[src/design/rsss_pkg.sv]
`default_nettype none

package rsss_pkg;

  localparam int unsigned SPAN_W  = 12;
  localparam int unsigned COLOR_W = 8;
  localparam int unsigned LEN_W   = 13;
  localparam int unsigned ERR_W   = 15;
  localparam int unsigned CNT_W   = 4;

  localparam logic [CNT_W-1:0]   DIV_STEPS      = 4'd12;
  localparam logic [SPAN_W-1:0]  DEST_SPAN_RST  = 12'd1;
  localparam logic [SPAN_W-1:0]  SRC_SPAN_RST   = 12'd0;
  localparam logic [COLOR_W-1:0] TRANSP_RST     = 8'hFF;
  localparam logic [SPAN_W-1:0]  MIN_SRC_SPAN   = 12'd2;

  typedef enum logic [1:0] {
    CFG_DEST_SPAN   = 2'd0,
    CFG_SOURCE_SPAN = 2'd1,
    CFG_TRANSP      = 2'd2
  } cfg_idx_e;

  typedef struct packed {
    logic [SPAN_W-1:0] quot;
    logic [SPAN_W-1:0] rem;
  } div_res_t;

  typedef struct packed {
    logic [COLOR_W-1:0] color;
    logic [SPAN_W-1:0]  start;
    logic [LEN_W-1:0]   length;
    logic               we;
    logic               done;
  } run_t;

endpackage

`default_nettype wire

[src/design/rsss_div.sv]
`default_nettype none

module rsss_div (
  input  logic                         clk_i,
  input  logic                         rst_ni,
  input  logic                         start_i,
  input  logic [rsss_pkg::SPAN_W-1:0]  dividend_i,
  input  logic [rsss_pkg::SPAN_W-1:0]  divisor_i,
  output logic                         busy_o,
  output logic                         done_o,
  output rsss_pkg::div_res_t           result_o
);
  import rsss_pkg::*;

  logic [CNT_W-1:0]  cnt_q, cnt_d;
  logic              done_q, done_d;
  logic [SPAN_W-1:0] rem_q, rem_d;
  logic [SPAN_W-1:0] quo_q, quo_d;
  logic [SPAN_W-1:0] dvs_q, dvs_d;
  logic [SPAN_W:0]   trial;
  logic [SPAN_W:0]   diff;

  // one quotient bit per cycle, restoring
  always_comb begin
    trial  = {rem_q, quo_q[SPAN_W-1]};
    diff   = trial - {1'b0, dvs_q};
    cnt_d  = cnt_q;
    done_d = 1'b0;
    rem_d  = rem_q;
    quo_d  = quo_q;
    dvs_d  = dvs_q;
    if (start_i) begin
      cnt_d = DIV_STEPS;
      rem_d = '0;
      quo_d = dividend_i;
      dvs_d = divisor_i;
    end else if (cnt_q != '0) begin
      cnt_d  = cnt_q - 1'b1;
      done_d = (cnt_q == CNT_W'(1));
      if (trial >= {1'b0, dvs_q}) begin
        rem_d = diff[SPAN_W-1:0];
        quo_d = {quo_q[SPAN_W-2:0], 1'b1};
      end else begin
        rem_d = trial[SPAN_W-1:0];
        quo_d = {quo_q[SPAN_W-2:0], 1'b0};
      end
    end
  end

  always_ff @(posedge clk_i or negedge rst_ni) begin
    if (!rst_ni) begin
      cnt_q  <= '0;
      done_q <= 1'b0;
    end else begin
      cnt_q  <= cnt_d;
      done_q <= done_d;
    end
  end

  always_ff @(posedge clk_i) begin
    rem_q <= rem_d;
    quo_q <= quo_d;
    dvs_q <= dvs_d;
  end

  assign busy_o        = (cnt_q != '0);
  assign done_o        = done_q;
  assign result_o.quot = quo_q;
  assign result_o.rem  = rem_q;

endmodule

`default_nettype wire

[src/design/run_slice_scanline_stretch_core.sv]
// run-length slice scanline stretcher
// config port: cfg_we_i with cfg_idx_i (0 dest span, 1 source span,
// 2 transparent color) and cfg_wdata_i; a write to any of them restarts
// the line and kicks a 12-step serial divide of dest span by source span.
// in_stall_o stays high from the write cycle on while the divide runs and
// while the derived step, error and edge run values settle.
// input request: one source pixel on in_valid_i / in_stall_o, taken in
// every cycle once the divider is idle and the skid register is empty.
// output request: one run per pixel on out_valid_o / out_stall_i,
// registered once the pixel is taken; a source span below 2 swallows
// pixels and gives nothing. a line is source span + 1 pixels;
// line_done_o marks its last run and the next pixel starts a new line.
// when the receiver stalls, the run waits in the output register and one
// more is caught in a skid register; in_stall_o rises while that is full.
// reset: dest span 1, source span 0, transparent color 255, derived
// values zero, line restarted, output empty.
`default_nettype none

module run_slice_scanline_stretch_core #(
  parameter int unsigned MAX_SPAN = 4096
) (
  input  logic                          clk_i,
  input  logic                          rst_ni,
  input  logic                          cfg_we_i,
  input  logic [1:0]                    cfg_idx_i,
  input  logic [rsss_pkg::SPAN_W-1:0]   cfg_wdata_i,
  input  logic                          in_valid_i,
  output logic                          in_stall_o,
  input  logic [rsss_pkg::COLOR_W-1:0]  source_pixel_i,
  output logic                          out_valid_o,
  input  logic                          out_stall_i,
  output logic [rsss_pkg::COLOR_W-1:0]  run_color_o,
  output logic [rsss_pkg::SPAN_W-1:0]   run_start_o,
  output logic [rsss_pkg::LEN_W-1:0]    run_length_o,
  output logic                          write_enable_o,
  output logic                          line_done_o
);
  import rsss_pkg::*;

  localparam int unsigned PosW = $clog2(2 * MAX_SPAN);
  localparam int unsigned SumW = ((PosW > LEN_W) ? PosW : LEN_W) + 1;
  localparam logic [SumW-1:0] PosSat = SumW'(2 * MAX_SPAN - 1);

  // configuration
  logic [SPAN_W-1:0]  dest_q, dest_d;
  logic [SPAN_W-1:0]  src_q, src_d;
  logic [COLOR_W-1:0] transp_q, transp_d;
  logic               cfg_hit;
  logic               start_q;

  // derived values
  logic [SPAN_W-1:0]  ws_q, ws_d;
  logic [LEN_W-1:0]   adj_q, adj_d;
  logic [ERR_W-1:0]   serr_q, serr_d;
  logic [SPAN_W-1:0]  edge0_q, edge0_d;
  logic [SPAN_W-1:0]  edge1_q, edge1_d;

  // line state
  logic [ERR_W-1:0]   err_q, err_d;
  logic [SPAN_W-1:0]  pix_q, pix_d;
  logic [PosW-1:0]    pos_q, pos_d;

  // divider
  logic               div_busy;
  logic               div_done;
  div_res_t           div_res;

  // step logic
  logic               span_ok;
  logic               acc;
  logic               first_run;
  logic               last_run;
  logic [ERR_W:0]     err_sum;
  logic [ERR_W:0]     err_sub;
  logic [ERR_W:0]     two_src;
  logic               over;
  logic [LEN_W-1:0]   len;
  logic [SumW-1:0]    pos_sum;
  logic [SPAN_W+PosW-1:0] pos_ext;
  logic [SPAN_W-1:0]  edge_half;
  logic [ERR_W:0]     serr_full;
  run_t               run;

  // output register and skid
  run_t               out_q, out_d;
  run_t               skid_q, skid_d;
  logic               out_valid_q, out_valid_d;
  logic               skid_valid_q, skid_valid_d;
  logic               push;
  logic               pop;

  assign cfg_hit = cfg_we_i && (cfg_idx_i == CFG_DEST_SPAN || cfg_idx_i == CFG_SOURCE_SPAN
                                || cfg_idx_i == CFG_TRANSP);

  always_comb begin
    dest_d   = dest_q;
    src_d    = src_q;
    transp_d = transp_q;
    if (cfg_we_i) begin
      case (cfg_idx_i)
        CFG_DEST_SPAN:   dest_d   = cfg_wdata_i;
        CFG_SOURCE_SPAN: src_d    = cfg_wdata_i;
        CFG_TRANSP:      transp_d = cfg_wdata_i[COLOR_W-1:0];
        default:         dest_d   = dest_q;
      endcase
    end
  end

  rsss_div u_div (
    .clk_i      (clk_i),
    .rst_ni     (rst_ni),
    .start_i    (start_q),
    .dividend_i (dest_q),
    .divisor_i  (src_q),
    .busy_o     (div_busy),
    .done_o     (div_done),
    .result_o   (div_res)
  );

  assign span_ok    = (src_q >= MIN_SRC_SPAN);
  assign in_stall_o = cfg_we_i || start_q || div_busy || div_done || skid_valid_q;
  assign acc        = in_valid_i && !in_stall_o;
  assign push       = acc && span_ok;
  assign pop        = out_valid_q && !out_stall_i;

  // derived values from the quotient and remainder
  always_comb begin
    edge_half = {1'b0, div_res.quot[SPAN_W-1:1]} + 1'b1;
    serr_full = {{(ERR_W+1-SPAN_W){1'b0}}, div_res.rem}
              - {{(ERR_W-SPAN_W){1'b0}}, src_q, 1'b0}
              + (div_res.quot[0] ? {{(ERR_W+1-SPAN_W){1'b0}}, src_q} : '0);
    ws_d    = ws_q;
    adj_d   = adj_q;
    serr_d  = serr_q;
    edge0_d = edge0_q;
    edge1_d = edge1_q;
    if (div_done) begin
      if (span_ok) begin
        ws_d    = div_res.quot;
        adj_d   = {div_res.rem, 1'b0};
        serr_d  = serr_full[ERR_W-1:0];
        edge1_d = edge_half;
        edge0_d = (div_res.rem == '0 && !div_res.quot[0]) ? edge_half - 1'b1 : edge_half;
      end else begin
        ws_d    = '0;
        adj_d   = '0;
        serr_d  = '0;
        edge0_d = '0;
        edge1_d = '0;
      end
    end
  end

  // one run per pixel
  always_comb begin
    first_run = (pix_q == '0);
    last_run  = !first_run && (pix_q >= src_q);
    err_sum   = {err_q[ERR_W-1], err_q} + {{(ERR_W+1-LEN_W){1'b0}}, adj_q};
    two_src   = {{(ERR_W-SPAN_W){1'b0}}, src_q, 1'b0};
    err_sub   = err_sum - two_src;
    over      = !err_sum[ERR_W] && (err_sum != '0);
    if (first_run) begin
      len = {1'b0, edge0_q};
    end else if (last_run) begin
      len = {1'b0, edge1_q};
    end else begin
      len = {1'b0, ws_q} + LEN_W'(over);
    end
    pos_sum = SumW'(pos_q) + SumW'(len);
    pos_ext = {{SPAN_W{1'b0}}, pos_q};

    run.color  = source_pixel_i;
    run.start  = pos_ext[SPAN_W-1:0];
    run.length = len;
    run.we     = (source_pixel_i != transp_q);
    run.done   = last_run;

    err_d = err_q;
    pix_d = pix_q;
    pos_d = pos_q;
    if (div_done) begin
      err_d = serr_d;
      pix_d = '0;
      pos_d = '0;
    end else if (cfg_hit) begin
      pix_d = '0;
      pos_d = '0;
    end else if (push) begin
      if (last_run) begin
        err_d = serr_q;
        pix_d = '0;
        pos_d = '0;
      end else begin
        if (!first_run) begin
          err_d = over ? err_sub[ERR_W-1:0] : err_sum[ERR_W-1:0];
        end
        pix_d = pix_q + 1'b1;
        pos_d = (pos_sum > PosSat) ? PosSat[PosW-1:0] : pos_sum[PosW-1:0];
      end
    end
  end

  // output register with one skid entry
  always_comb begin
    out_d        = out_q;
    skid_d       = skid_q;
    out_valid_d  = out_valid_q;
    skid_valid_d = skid_valid_q;
    if (skid_valid_q) begin
      if (pop) begin
        out_d        = skid_q;
        skid_valid_d = 1'b0;
      end
    end else if (push) begin
      if (!out_valid_q || pop) begin
        out_d       = run;
        out_valid_d = 1'b1;
      end else begin
        skid_d       = run;
        skid_valid_d = 1'b1;
      end
    end else if (pop) begin
      out_valid_d = 1'b0;
    end
  end

  always_ff @(posedge clk_i or negedge rst_ni) begin
    if (!rst_ni) begin
      dest_q       <= DEST_SPAN_RST;
      src_q        <= SRC_SPAN_RST;
      transp_q     <= TRANSP_RST;
      start_q      <= 1'b0;
      ws_q         <= '0;
      adj_q        <= '0;
      serr_q       <= '0;
      edge0_q      <= '0;
      edge1_q      <= '0;
      err_q        <= '0;
      pix_q        <= '0;
      pos_q        <= '0;
      out_valid_q  <= 1'b0;
      skid_valid_q <= 1'b0;
    end else begin
      dest_q       <= dest_d;
      src_q        <= src_d;
      transp_q     <= transp_d;
      start_q      <= cfg_hit;
      ws_q         <= ws_d;
      adj_q        <= adj_d;
      serr_q       <= serr_d;
      edge0_q      <= edge0_d;
      edge1_q      <= edge1_d;
      err_q        <= err_d;
      pix_q        <= pix_d;
      pos_q        <= pos_d;
      out_valid_q  <= out_valid_d;
      skid_valid_q <= skid_valid_d;
    end
  end

  always_ff @(posedge clk_i) begin
    out_q  <= out_d;
    skid_q <= skid_d;
  end

  assign out_valid_o    = out_valid_q;
  assign run_color_o    = out_q.color;
  assign run_start_o    = out_q.start;
  assign run_length_o   = out_q.length;
  assign write_enable_o = out_q.we;
  assign line_done_o    = out_q.done;

  a_skid_needs_out: assert property (@(posedge clk_i) disable iff (!rst_ni)
    skid_valid_q |-> out_valid_q)
    else $error("skid entry held with empty output register");

  a_err_not_positive: assert property (@(posedge clk_i) disable iff (!rst_ni)
    err_q[ERR_W-1] || err_q == '0)
    else $error("error term left positive");

  a_line_restart: assert property (@(posedge clk_i) disable iff (!rst_ni)
    push && last_run |=> pix_q == '0 && pos_q == '0)
    else $error("line did not restart after final run");

  a_cfg_blocks_input: assert property (@(posedge clk_i) disable iff (!rst_ni)
    cfg_hit |=> in_stall_o && pix_q == '0)
    else $error("input taken while derived values settle");

endmodule

`default_nettype wire
[config.mk]
export PLATFORM = sky130hd
export DESIGN_NAME = run_slice_scanline_stretch_core
export DESIGN_NICKNAME = d
export VERILOG_FILES = /design/src/design/rsss_pkg.sv /design/src/design/rsss_div.sv /design/src/design/run_slice_scanline_stretch_core.sv
export SDC_FILE = /design/constraint.sdc
export NUM_CORES = 1
export LEC_CHECK = 0
export BUFFER_PORTS_ARGS = -buffer_cell sky130_fd_sc_hd__buf_2
export CAP_MARGIN = 20
export CELL_PAD_IN_SITES_DETAIL_PLACEMENT = 2
export CELL_PAD_IN_SITES_GLOBAL_PLACEMENT = 2
export CORE_MARGIN = 2
export CORE_UTILIZATION = 41
export DETAILED_ROUTE_END_ITERATION = 12
export PLACE_DENSITY = 0.78
export RECOVER_POWER = 50
export SLEW_MARGIN = 5
export SYNTH_ARGS = -nofsm -noshare
export SYNTH_HDL_FRONTEND = slang
export SYNTH_HIERARCHICAL = 1
export SYNTH_SLANG_ARGS = --single-unit
[constraint.sdc]
create_clock -name clk_i -period 6.25 [get_ports clk_i]
set_input_delay 0.3125 -clock clk_i [delete_from_list [all_inputs] [get_ports clk_i]]
set_output_delay 0.3125 -clock clk_i [all_outputs]
set_load 0.02 [all_outputs]
### Word level (Yosys, flattened, before mapping)

Index checks and enable logic that the tools add are counted.

* register bits: 250
* input port bits: 27

* add/subtract/negate cells: 11
* reduce and logical (&&, ||, !) cells: 38
* muxes and demuxes: 44
* bitwise logic cells: 2
* equality and inequality tests: 8
* order comparisons: 4

Operators by type and width (count)
* two-way mux 12 bit: 12
* two-way mux 35 bit: 4
* two-way mux 15 bit: 8
* two-way mux 13 bit: 8
* logical NOT 12 bit: 2
* adder 15 x 14 -> 16 bit: 1
* nonzero test 16 bit: 1
* adder 14 x 13 -> 15 bit: 1
* subtractor 15 x 13 -> 15 bit: 1
* adder 13 x 13 -> 14 bit: 1
* greater-than comparator 14 x 13 -> 1 bit, second input constant: 1
* subtractor 12 x 13 -> 14 bit: 1
* adder 12 x 1 -> 13 bit: 1
* >= comparator 13 x 12 -> 1 bit: 1
* adder 11 x 1 -> 12 bit, second input constant: 1
* adder 12 x 1 -> 12 bit, second input constant: 1
* >= comparator 12 bit: 1
* >= comparator 12 x 2 -> 1 bit, second input constant: 1
* AND reduction 3 bit: 4
* subtractor 12 x 1 -> 12 bit, second input constant: 1
* subtractor 12 bit: 1
* two-way mux 1 bit: 10
* nonzero test 2 bit: 5
* two-way mux 4 bit: 2
* other kinds (15): 37

### Logic depth before layout (Yosys ltp)

* word-level depth: 13
* gate-level depth with buffers: 24
* depth with buffers taken out: 24

### Modules after synthesis

The synthesis kept the hierarchy.

Modules (own cells, without submodules)
* run_slice_scanline_stretch_core: cells an instance 1214, times used 1, area an instance 12505.7 sq um
* rsss_div: cells an instance 215, times used 1, area an instance 2273.4 sq um

### Worst setup path after synthesis

No wires, ideal clock.

* path type: register to register
* start: register adj_q[1]
* end: register pos_q[12]
* path buffers: 0
* setup slack: 0.868 ns
* cell stages (with the launch flop): 24
* arrival time: 5.313 ns
* data required time: 6.181 ns
* library setup time: 0.069 ns
* cell sequence: dfrtp_1 -> ha_1 -> fa_1 -> a211oi_1 -> nor2_1 -> xor2_1 -> or4_4 -> nor4_4 -> a41o_2 -> inv_1 -> ha_1 -> nand3_1 -> nor2_1 -> and3_1 -> xor2_1 -> mux2i_1 -> o21ai_0 -> ha_1 -> or3_1 -> o21ai_0 -> a211oi_1 -> o31a_1 -> or4b_2 -> nand3_1

* longest elaborated chain between the ends: 13
* elaborated cells on any way between the ends: 14

Ends and longest elaborated chain
* start, declared: line run_slice_scanline_stretch_core.sv:53 `logic [LEN_W-1:0] adj_q, adj_d;`
* start signal, assigned: line run_slice_scanline_stretch_core.sv:249 `adj_q <= adj_d;`
* adder 15 x 14 -> 16 bit (*): line run_slice_scanline_stretch_core.sv:158 `err_sum = {err_q[ERR_W-1], err_q} + {{(ERR_W+1-LEN_W){1'b0}}, adj_q};`
* nonzero test 16 bit or logical NOT 1 bit (tied branches): line run_slice_scanline_stretch_core.sv:161 `over = !err_sum[ERR_W] && (err_sum != '0);`
* logical AND 1 bit (*): line run_slice_scanline_stretch_core.sv:161
* adder 12 x 1 -> 13 bit (*): line run_slice_scanline_stretch_core.sv:167 `len = {1'b0, ws_q} + LEN_W'(over);`
* two-way mux 13 bit (*): line run_slice_scanline_stretch_core.sv:164 `end else if (last_run) begin`
* two-way mux 13 bit (*): line run_slice_scanline_stretch_core.sv:162 `if (first_run) begin`
* named net len[7]: line run_slice_scanline_stretch_core.sv:77 `logic [LEN_W-1:0] len;`
* adder 13 x 13 -> 14 bit (*): line run_slice_scanline_stretch_core.sv:169 `pos_sum = SumW'(pos_q) + SumW'(len);`
* greater-than comparator 14 x 13 -> 1 bit: line run_slice_scanline_stretch_core.sv:198 `pos_d = (pos_sum > PosSat) ? PosSat[PosW-1:0] : pos_sum[PosW-1:0];`
* two-way mux 13 bit (*): line run_slice_scanline_stretch_core.sv:198
* two-way mux 13 bit (*): line run_slice_scanline_stretch_core.sv:189 `if (last_run) begin`
* two-way mux 13 bit (*): line run_slice_scanline_stretch_core.sv:188 `end else if (push) begin`
* two-way mux 13 bit (*): line run_slice_scanline_stretch_core.sv:185 `end else if (cfg_hit) begin`
* two-way mux 13 bit (*): line run_slice_scanline_stretch_core.sv:181 `if (div_done) begin`
* end signal, assigned: line run_slice_scanline_stretch_core.sv:255 `pos_q <= pos_d;`
* end, declared: line run_slice_scanline_stretch_core.sv:61 `logic [PosW-1:0] pos_q, pos_d;`

The timed path passes the listed nets; every way through them passes the cells marked *. The select of a mux whose other input is x is not followed.
A chain may end at the register's enable or synchronous reset.

### Worst setup path in the final report

Same ends and word-level chain as after synthesis.

==> summary.md <==
| Metric | Value |
|---|---|
| Final Hold Fails | 0 |
| Yosys warns | 6 |
| Max-slew violations | 186 |
| GRT Total Usage | 0.275 |
| Total Wirelength | 51600 µm |
| Placed standard-cell area | 15700 µm² |
| Worst setup SP type | flip-flop |
| DP Cell Count | 1926 |
| Post-synth EDFFs | 94 |
| Crit. End Element | flip-flop |
| Status | finished, violations left |
| Overall power | 8.67 mW |
| Max-Cap Viols | 4 |
| Peak VDD IR | 0.225 mV |
| Clk Latency, worst-skew pair | 600 ps |
| Syn_nets | 1555 |
| Grt ovf | 0 |
| Period utilization | 0.952 |
| Core footprint | 35600 µm² |
| Via count | 11776 |
| Gate Count Post-Synth | 1429 |
| Setup CP Type | reg2reg |
| Die H | 194 µm |
| Synth Register Bits | 249 |
| Post-DP HPWL | 35400 µm |
| Worst hold path type | in2reg |
| Final non-filler cell total | 1997 |
| Die Width | 194 µm |
| Cell with the most instances after synthesis | nand2_1 |
| Setup tns final | 0 ps |
| IO Count | 64 |
| CTS tree | built |
| Layout cells sized above 1 | 0.126 |
| Cell area after layout | 16800 µm² |
| Total iterations of the first detailed-routing run | 4 |
| Critical Path Fanout Max | 4 |
| Syn Area/Cell | 10.3 µm² |
| WL per Instance | 25.9 µm |
| Initial antenna violation count | 0 |
| Critical Path RT | 6750 ps |
| Initial DRC Count | 594 |
| Slew @ Worst Pin | 4750 ps |
| Clock Skew | 35.1 ps |
| Ys flop type | dfrtp_1 |
| Power per cell area | 517 nW/µm² |
| Yosys cell types | 81 |
| Die Footprint | 37600 µm² |
| First-pass GRT wire length | 80500 µm |
| Synth area leader | dfrtp_1 |
| Clock slew at reported path FFs | 70 ps |
| Worst EP arrival | 6450 ps |
| Vias in the first global route | 13222 |
| Cts bufs inserted | 29 |
| Final Core Density | 0.471 |
| Number of remaining DRC errors | 0 |
| Leakage power | 7.15 nW |
| Initial Util | 0.416 |
| Row count | 69 |
| # clock sinks | 249 |
| Ys async rst share | 0.574 |
| Register area share after synthesis | 0.450 |
| CTS Buffer Depth | 3 |
| Top cells by area, synth | dfrtp_1, edfxtp_1, ha_1 |
| Synthesized area | 14800 µm² |
| Routed Antenna Nets | 0 |
| Root Buffer | clkbuf_16 |
| Port buffer count | 63 |
| Vias per Instance | 5.90 |
| Peak Freq | 168 MHz |
| Final nets | 1638 |
| Max-slew headroom | -2.17 |
| Most frequent cells after synthesis | nand2_1, dfrtp_1, edfxtp_1 |
| Violated checks | capacitance limit, slew limit |
| Global placement routability congestion | 0.845 |
| Fin crit period | 5950 ps |
| Area share of the largest cell type after synthesis | 0.227 |
| H-tree levels | 1 |
| Largest net degree at the start of global routing | 74 |
| Final Setup Violations | 0 |
| Area growth from synthesis to layout | 13.5% |
power by group:
part / total [mW] / switching, mW / internal [mW]
clock: 1.83 / 0.768 / 1.06
combinational: 4.36 / 2.59 / 1.76
sequential: 2.48 / 0.436 / 2.05
total: 8.67 / 3.80 / 4.87
layer usage:
layer / up-vias / GRT usage / part of all wire
met5: - / 0 / 0
met4: 0 / 0.0901 / 0.033
met3: 95 / 0.0332 / 0.033
met2: 225 / 0.479 / 0.49
met1: 6101 / 0.357 / 0.44
li1: 5355 / - / -
worst max-delay path, stage by stage (launching register included):
cell	delay, ps
dfrtp_1	400
ha_1	240
fa_1	430
a211oi_2	310
nor2_1	100
xor2_1	180
or4_4	560
nor4_4	210
a41o_2	250
inv_1	110
ha_1	250
nand3_1	130
nor2_1	70
and3_1	220
xor2_1	150
mux2i_1	200
o21ai_2	110
ha_1	250
or3_1	380
o21ai_0	130
a211oi_1	120
o31a_1	320
or4b_2	650
nand3_1	100
final cells by class:
| cell class | instances | area, µm² |
|---|---|---|
| fill | 3706 | 18800 |
| multi-input combinational | 1049 | 7670 |
| sequential | 249 | 6650 |
| clock buffer | 35 | 779 |
| tap | 461 | 577 |
| timing repair buffer | 102 | 558 |
| inverter | 81 | 304 |
| clock inverter | 19 | 220 |
| antenna | 1 | 2.50 |
per-stage QoR:
stage / hold WS, ps / worst slack [ps]
2_1_floorplan: 16.9 / 868
3_3_place_gp: 434 / 300
3_5_place_dp: 438 / -69.1
4_1_cts: 1.11 / 47.1
5_1_grt: 20.1 / -10.1
6_report: 28.4 / 299
repair_timing:
action                     in CTS  in global routing
setup endpoints to repair      13                 13
buffers inserted                0                  1
hold buffers                   15                  0
hold endpoints to repair       90                  0
pin swaps                       0                  3
resized for setup               4                 15
gates cloned                    0                  0
cells by family (layout without fill, tap and decap cells):
kind of cell | after synthesis | count (layout) | share of synthesized area
adder cells (fa/ha/maj) | 99 | 99 | 0.0869
buffers and inverters | 131 | 237 | 0.0349
XOR/XNOR | 102 | 102 | 0.0604
other | 0 | 1 | 0
flip-flops | 249 | 249 | 0.450
AO/OA/AOI/OAI | 345 | 345 | 0.163
AND/OR/NAND/NOR | 405 | 405 | 0.132
multiplexers | 98 | 98 | 0.0731
flip-flops by register name (all words and copies together) (netlist names), 4 cells and up:
name / cells
skid_q: 35
err_q: 15
run_length_o: 13
ws_q: 12
edge1_q: 12
dest_q: 12
run_color_o: 8
transp_q: 8
u_div/quo_q: 12
serr_q: 15
u_div/dvs_q: 12
pix_q: 12
pos_q: 13
u_div/cnt_q: 4
src_q: 12
run_start_o: 12
edge0_q: 12
adj_q: 12
u_div/rem_q: 12
cells in the final DEF, fill, tap and decap left out, types with 13 or more instances in the layout:
cell type,instances
dfrtp_1,133
xnor2_1,54
inv_1,80
edfxtp_1,94
buf_4,15
dlygate4sd3_1,15
nor3_1,25
mux2i_1,19
nand2b_1,13
and2_1,17
a22o_1,13
mux2_1,20
o211ai_1,14
nor2_1,84
mux2_2,59
and3_1,17
nor4_1,14
clkbuf_16,30
a21oi_1,62
nand3_1,40
o2bb2ai_1,34
o21ai_1,14
ha_1,93
clkbuf_1,58
nand2_1,142
a21o_1,21
buf_2,17
xor2_1,47
o21ai_0,79
a211o_1,13
worst paths after layout:
path,from,end,slack [ps],cells past startpoint
setup / recovery,adj_q[1]$_DFFE_PN0P_,pos_q[12]$_DFFE_PN0P_,300,23
hold / removal,cfg_wdata_i[7],src_q[7]$_DFFE_PN0P_,30,2
setup reg to reg,adj_q[1]$_DFFE_PN0P_,pos_q[12]$_DFFE_PN0P_,300,23
hold reg to reg,edge1_q[5]$_DFFE_PN0P_,edge1_q[5]$_DFFE_PN0P_,490,1
max in group asynchronous,rst_ni,ws_q[1]$_DFFE_PN0P_,1080,3
min in group asynchronous,rst_ni,serr_q[13]$_DFF_PN0_,2000,2
No activity file was read; power rests on OpenSTA's default activity.
